**config.mk**
```make
export PLATFORM = sky130hd
export DESIGN_NAME = rtr_divider
export DESIGN_NICKNAME = d
export VERILOG_FILES = /design/src/hdl/rgba_table_resampler_defines.svh /design/src/hdl/rtr_divider.sv
export SDC_FILE = /design/constraint.sdc
export NUM_CORES = 1
export LEC_CHECK = 0
export ABC_AREA = 1
export BUFFER_PORTS_ARGS = -buffer_cell sky130_fd_sc_hd__buf_2
export CORE_ASPECT_RATIO = 0.8
export CORE_MARGIN = 1.5
export CORE_UTILIZATION = 52
export DETAILED_ROUTE_END_ITERATION = 6
export MAX_ROUTING_LAYER = met4
export PLACE_DENSITY = 0.8
export SLEW_MARGIN = 10
export SYNTH_ARGS = -nofsm -noshare
export SYNTH_HDL_FRONTEND = slang
export SYNTH_SLANG_ARGS = --single-unit
```
**constraint.sdc**
```tcl
create_clock -name clock -period 2.5 [get_ports clock]
set_input_delay 0.125 -clock clock [delete_from_list [all_inputs] [get_ports clock]]
set_output_delay 0.125 -clock clock [all_outputs]
set_load 0.005 [all_outputs]
```
**src/hdl/rgba_table_resampler_defines.svh**
```systemverilog
// Assertion macros for the RGBA table resampler
`ifndef RGBA_TABLE_RESAMPLER_DEFINES_SVH
`define RGBA_TABLE_RESAMPLER_DEFINES_SVH
`ifndef NO_ASSERTIONS
`define RTR_ASSERT_IMPL(label, clk, rst, a, c) \
   label: assert property (@(posedge clk) disable iff (rst) (a) |-> (c)) \
      else $error("assertion failed");
`define RTR_ASSERT_NEXT(label, clk, rst, a, c) \
   label: assert property (@(posedge clk) disable iff (rst) (a) |=> (c)) \
      else $error("assertion failed");
`else
`define RTR_ASSERT_IMPL(label, clk, rst, a, c)
`define RTR_ASSERT_NEXT(label, clk, rst, a, c)
`endif
`endif

```
**src/hdl/rtr_divider.sv**
```systemverilog
// Restoring divider, one quotient bit per cycle
module rtr_divider #(
   parameter int NUM_BITS = 24,
   parameter int DEN_BITS = 9
) (
   input  logic                clock,
   input  logic                reset,
   input  logic                start,
   input  logic [NUM_BITS-1:0] numerator,
   input  logic [DEN_BITS-1:0] denominator,
   output logic                done,
   output logic [NUM_BITS-1:0] quotient,
   output logic [DEN_BITS-1:0] remainder
);
   localparam int CNT_BITS = $clog2(NUM_BITS + 1);
   logic [NUM_BITS-1:0] quot_ff, quot_in;
   logic [DEN_BITS:0]   rem_ff, rem_in;
   logic [DEN_BITS-1:0] den_ff;
   logic [CNT_BITS-1:0] cnt_ff, cnt_in;
   logic                busy_ff, busy_in, done_ff, done_in;
   logic [DEN_BITS:0]   trial;

   always_comb begin
      quot_in = quot_ff;
      rem_in  = rem_ff;
      cnt_in  = cnt_ff;
      busy_in = busy_ff;
      done_in = 1'b0;
      trial   = {rem_ff[DEN_BITS-1:0], quot_ff[NUM_BITS-1]};
      if (start) begin
         quot_in = numerator;
         rem_in  = '0;
         cnt_in  = CNT_BITS'(NUM_BITS);
         busy_in = 1'b1;
      end else if (busy_ff) begin
         if (trial >= {1'b0, den_ff}) begin
            rem_in = trial - {1'b0, den_ff};
            quot_in = {quot_ff[NUM_BITS-2:0], 1'b1};
         end else begin
            rem_in = trial;
            quot_in = {quot_ff[NUM_BITS-2:0], 1'b0};
         end
         cnt_in = cnt_ff - 1'b1;
         if (cnt_ff == CNT_BITS'(1)) begin
            busy_in = 1'b0;
            done_in = 1'b1;
         end
      end
   end

   always_ff @(posedge clock) begin
      if (reset) begin
         busy_ff <= 1'b0;
         done_ff <= 1'b0;
         cnt_ff  <= '0;
      end else begin
         busy_ff <= busy_in;
         done_ff <= done_in;
         cnt_ff  <= cnt_in;
      end
      quot_ff <= quot_in;
      rem_ff  <= rem_in;
      if (start) den_ff <= denominator;
   end

   assign done      = done_ff;
   assign quotient  = quot_ff;
   assign remainder = rem_ff[DEN_BITS-1:0];
endmodule
```
* Yosys cells after proc, flatten, opt, wreduce, memory -nomap -nowiden
Cells that the tools add are included.
** Operators by class
- Add/sub/neg operators :: 2
- $lt $le $gt $ge :: 1
- Equality and inequality tests :: 1
- Multiplexer cells :: 10
- Bitwise gates (word level) :: 1
- Reductions and logical operators :: 3
** Operators by type and width (count)
- $mux 24 :: 2
- $ge 10x9->1 :: 1
- $mux 5 :: 2
- $mux 9 :: 1
- $sub 9x9->9 :: 1
- $eq 5x1->1 const B :: 1
- $mux 1 :: 5
- $sub 5x1->5 const B :: 1
- $reduce_or 3->1 :: 1
- $reduce_bool 2->1 :: 1
- $reduce_or 2->1 :: 1
- $not 1->1 :: 1
** Storage, ports and cells
- Register bits :: 49
- Input bits :: 36
- Logic and storage cells :: 25

* Depth between registers and ports, before layout
- Depth after elaboration :: 4
- Depth in mapped cells :: 13
- Depth with buffers taken out :: 13

* Worst setup path before layout
Ideal clock, no wire load.
- Path kind :: reg-to-reg
- From :: reg quot_ff[23] (netlist: quotient[23])
- To :: reg quot_ff[0] (netlist: quotient[0]) (data pin)
- Library setup time :: 0.263 ns
- Data arrival time :: 1.568 ns
- Required time :: 2.237 ns
- Setup slack :: 0.669 ns
- Cell stages (with the launch flop) :: 12
- Period minus slack after synthesis :: 1.831 ns
- Cell sequence :: edfxtp_1 -> inv_1 -> ha_1 -> inv_1 -> fa_1 -> nand2_2 -> nand2_2 -> nand3_2 -> nand2_2 -> nand2_2 -> buf_6 -> a31oi_1
** Between the ends
- Cells in the longest elaborated chain, start to end :: 4
** RTL lines
- from (decl) :: RTL line rtr_divider.sv:16 : logic [NUM_BITS-1:0] quot_ff, quot_in;
- from (signal assigned) :: RTL line rtr_divider.sv:61 : quot_ff <= quot_in;
- $ge 10x9->1 :: RTL line rtr_divider.sv:36 : if (trial >= {1'b0, den_ff}) begin
- $mux 1 :: RTL line rtr_divider.sv:36
- $mux 24 :: RTL line rtr_divider.sv:35 : end else if (busy_ff) begin
- $mux 24 :: RTL line rtr_divider.sv:30 : if (start) begin
- via quot_in[0] :: RTL line rtr_divider.sv:16
The timed path passes the listed nets, and every way through them passes these cells. The select of a mux whose other input is x is not followed.
A chain may end at the register's enable or synchronous reset.

* Worst setup path in the final report
- From :: reg quot_ff[23] (netlist: quotient[23])
- To :: reg rem_ff[4]
** Between the ends
- Cells in the longest elaborated chain, start to end :: 2
- Elaborated cells between the ends (all ways) :: 3
- Those cells by class :: add/sub: 1; order compare: 1; mux: 1
** RTL lines
- $sub 9x9->9 / $ge 10x9->1 (equally long branches) :: RTL line rtr_divider.sv:37, rtr_divider.sv:36
- $mux 9 (*) :: RTL line rtr_divider.sv:36
- to (signal assigned) :: RTL line rtr_divider.sv:62 : rem_ff <= rem_in;
- to (decl) :: RTL line rtr_divider.sv:17 : logic [DEN_BITS:0] rem_ff, rem_in;
Mark *: on every way between the ends. The rest lies on a longest branch, timed or not.

==> out/results.tsv <==
metric	value	unit
outcome	complete, no violations	
Synth Warn #	0	
critical path class	flip-flop to flip-flop	
Reg area	1310	um^2
largest net degree at the start of global routing	30	
Switching Share	27.2	%
drc violations	0	
Min-Delay Path Class	input pin to flip-flop	
Max IR drop VDD	0.307	mV
worst hold slack	0.0245	ns
Slew headroom	67.8	%
cell breakdown of the critical path	inv_1 > ha_1 > inv_1 > fa_1 > nand2_2 > nand2_2 > nand3_2 > nand2_2 > nand2_2 > nand2_2 > nand2_1 > nand3_1 > nand2_1	
Clock power frac	26.2	%
gr ovfl total	0	
CP Capture Type	flip-flop	
vias per cell	5.13	
Root Driver	clkbuf_8	
Synth area leader	edfxtp_1	
number of global-route vias before repair	2149	
clock skew	0.00585	ns
f_max	488	MHz
Cells after DPL	423	
synth top area cells	edfxtp_1, nand2_1, dfxtp_1	
starting density of the core	54.4	%
P_sw	0.469	mW
PwrDens	560	nW/um^2
Inserted Clock Buffers	5	
Ports	70	
kind of start point of the critical path	flip-flop	
P_leak	1.62	nW
CTS tree	built	
syn_area_per_cell	8.41	um^2
Crit path top cell by count	nand2_2	
dpl hpwl	4200	um
Core Region	4620	um^2
pre-CTS setup slack	0.502	ns
Cell Int Power	1.26	mW
Cells after Synth	299	
clock-pin slew on the worst setup and hold paths	0.09	ns
die height	65.2	um
share of the synthesized area in the top cell type	39.4	%
Fill cells	410	
clk_lat worst skew	0.30	ns
minimum clock period	2.05	ns
Nets	427	
final worst-path cycle share	82.0	%
Slew Limit Fails	0	
endpoints failing setup	0	
Rows	22	
RSZ-0062 raised after global routing	no	
initial DRC count	125	
hold-critical path depth	2	
area of the multi-input gates	1040	um^2
first-pass GRT wire length	9500	um
final setup margin	0.449	ns
IO buf count	69	
Netlist cell types	29	
Area Overhead vs Synth	22.7	%
share of cells above drive strength 1	24.2	%
most frequent cells in the layout	nand2_1, buf_2, edfxtp_1	
clock sinks	49	
Final Hold Vio Count	0	
Worst EP required	2.76	ns
commonest non-fill, non-tap cell in the layout	nand2_1	
Routed Antenna Nets	0	
initial antenna violation count	0	
slowest stage cell, crit path	fa_1	
Mapped Nets	347	
drt pass-1 iters	4	
Top delay family on crit path	simple AND/OR/NAND/NOR gates	
Horiz. Die Dim	80.7	um
GP Congestion	0.879	
sequential area share after synthesis	52.2	%
Post-Syn Area	2510	um^2
Overall Power	1.73	mW
flops & latches, synth	49	
Tightest Pin Transition	0.483	ns
DIE AREA	5260	um^2
Sequential Power Share	56.6	%
MaxCap Viol Count	0	
r2r worst-path depth	13	
Vias	2257	
Detailed Route WL	5800	um
Final Instance Count excl. Fillers	440	
Crit path largest cell delay	0.42	ns
wire per inst	13.2	um
Critical path buffers and inverters	2	
critical path fanouts, max	11	
cts repair resizes	0	
combinational share of power	17.2	%
htree depth	2	
clock tree buffer depth	2	
# diodes	0	
Crit path depth	13	
Setup TNS Final	0	ns
gr usage total	24.6	%
WP data arrival	2.31	ns
-- cells in the mapped netlist, drive strengths merged --
library cell and n:
nand2 137, edfxtp 33, inv 32, nand3 19
dfxtp 16, nor2 16, ha 11, nand3b 9
buf 5, a21oi 4, a31oi 3, clkbuf 2
nor3 2, or2 2, xnor2 2, xor2 2
a211oi 1, clkinv 1, fa 1, o211ai 1
-- cell type report --
cell class,count,area share [%]
clock buffer,5,2.23
clock inverter,3,0.406
inverter,33,4.02
multi-input combinational,210,33.8
sequential,49,42.5
tap,60,2.43
timing repair buffer,80,14.6
-- worst reg2reg max path, delay by kind of cell, from the launching register on --
family / cells / cell delay [ns]
and+or+nand+nor: 9 / 0.92
adders and majority gates: 2 / 0.56
DFF: 1 / 0.38
buffers and inverters: 2 / 0.15
-- state kept, by name (all words and copies together) (netlist names) --
name	cells
cnt_ff	5
rem_ff	9
den_ff	9
done	1
quotient	24
busy_ff	1
-- metrics by stage --
| stage | area, um^2 | utilization [%] |
|---|---|---|
| after CTS | 3070 | 66.5 |
| after floorplan | 2510 | - |
| final | 3080 | 66.7 |
| after global placement | 2910 | 63.0 |
| after global routing | 3080 | 66.7 |
| after detailed placement | 2910 | 63.0 |
-- power by group through the flow --
stage                     sequential [mW]  clock (mW)  combinational (mW)
after floorplan                     0.992           0               0.166
after detailed placement            0.993           0               0.286
after global routing                0.984       0.493               0.336
after CTS                           0.977       0.459               0.295
final                               0.977       0.452               0.297
after global placement              0.992           0               0.275
-- per-layer routing --
metal / vias to the layer above / GRT usage, % / part of all wire, %
li1: 1107 / - / -
met1: 1057 / 31.4 / 45
met2: 80 / 37.8 / 47
met3: 13 / 5.56 / 5.9
met4: 0 / 11.0 / 1.9
met5: - / - / 0
-- timing repair --
| item | CTS | global route |
|---|---|---|
| hold buffers | 8 | 1 |
| endpoints found under the hold margin | 8 | 1 |
| buffers inserted | 0 | 0 |
-- path summary, 6_finish.rpt --
| check | start | endpoint | slack, ns |
|---|---|---|---|
| setup / recovery | quotient[23] | rem_ff[4] | 0.45 |
| setup reg to reg | quotient[23] | rem_ff[4] | 0.45 |
| hold / removal | reset | cnt_ff[3] | 0.02 |
| hold reg to reg | cnt_ff[4] | cnt_ff[4] | 0.49 |
-- cells by family after synthesis --
logic type      after synthesis  share of synthesized area, %
buf+inv                      40                          6.37
xor+xnor                      4                          1.39
fa+ha+maj                    12                          6.27
compound gates                9                          2.29
simple gates                185                          31.5
flops                        49                          52.2
No activity file was read; power rests on OpenSTA's default activity.
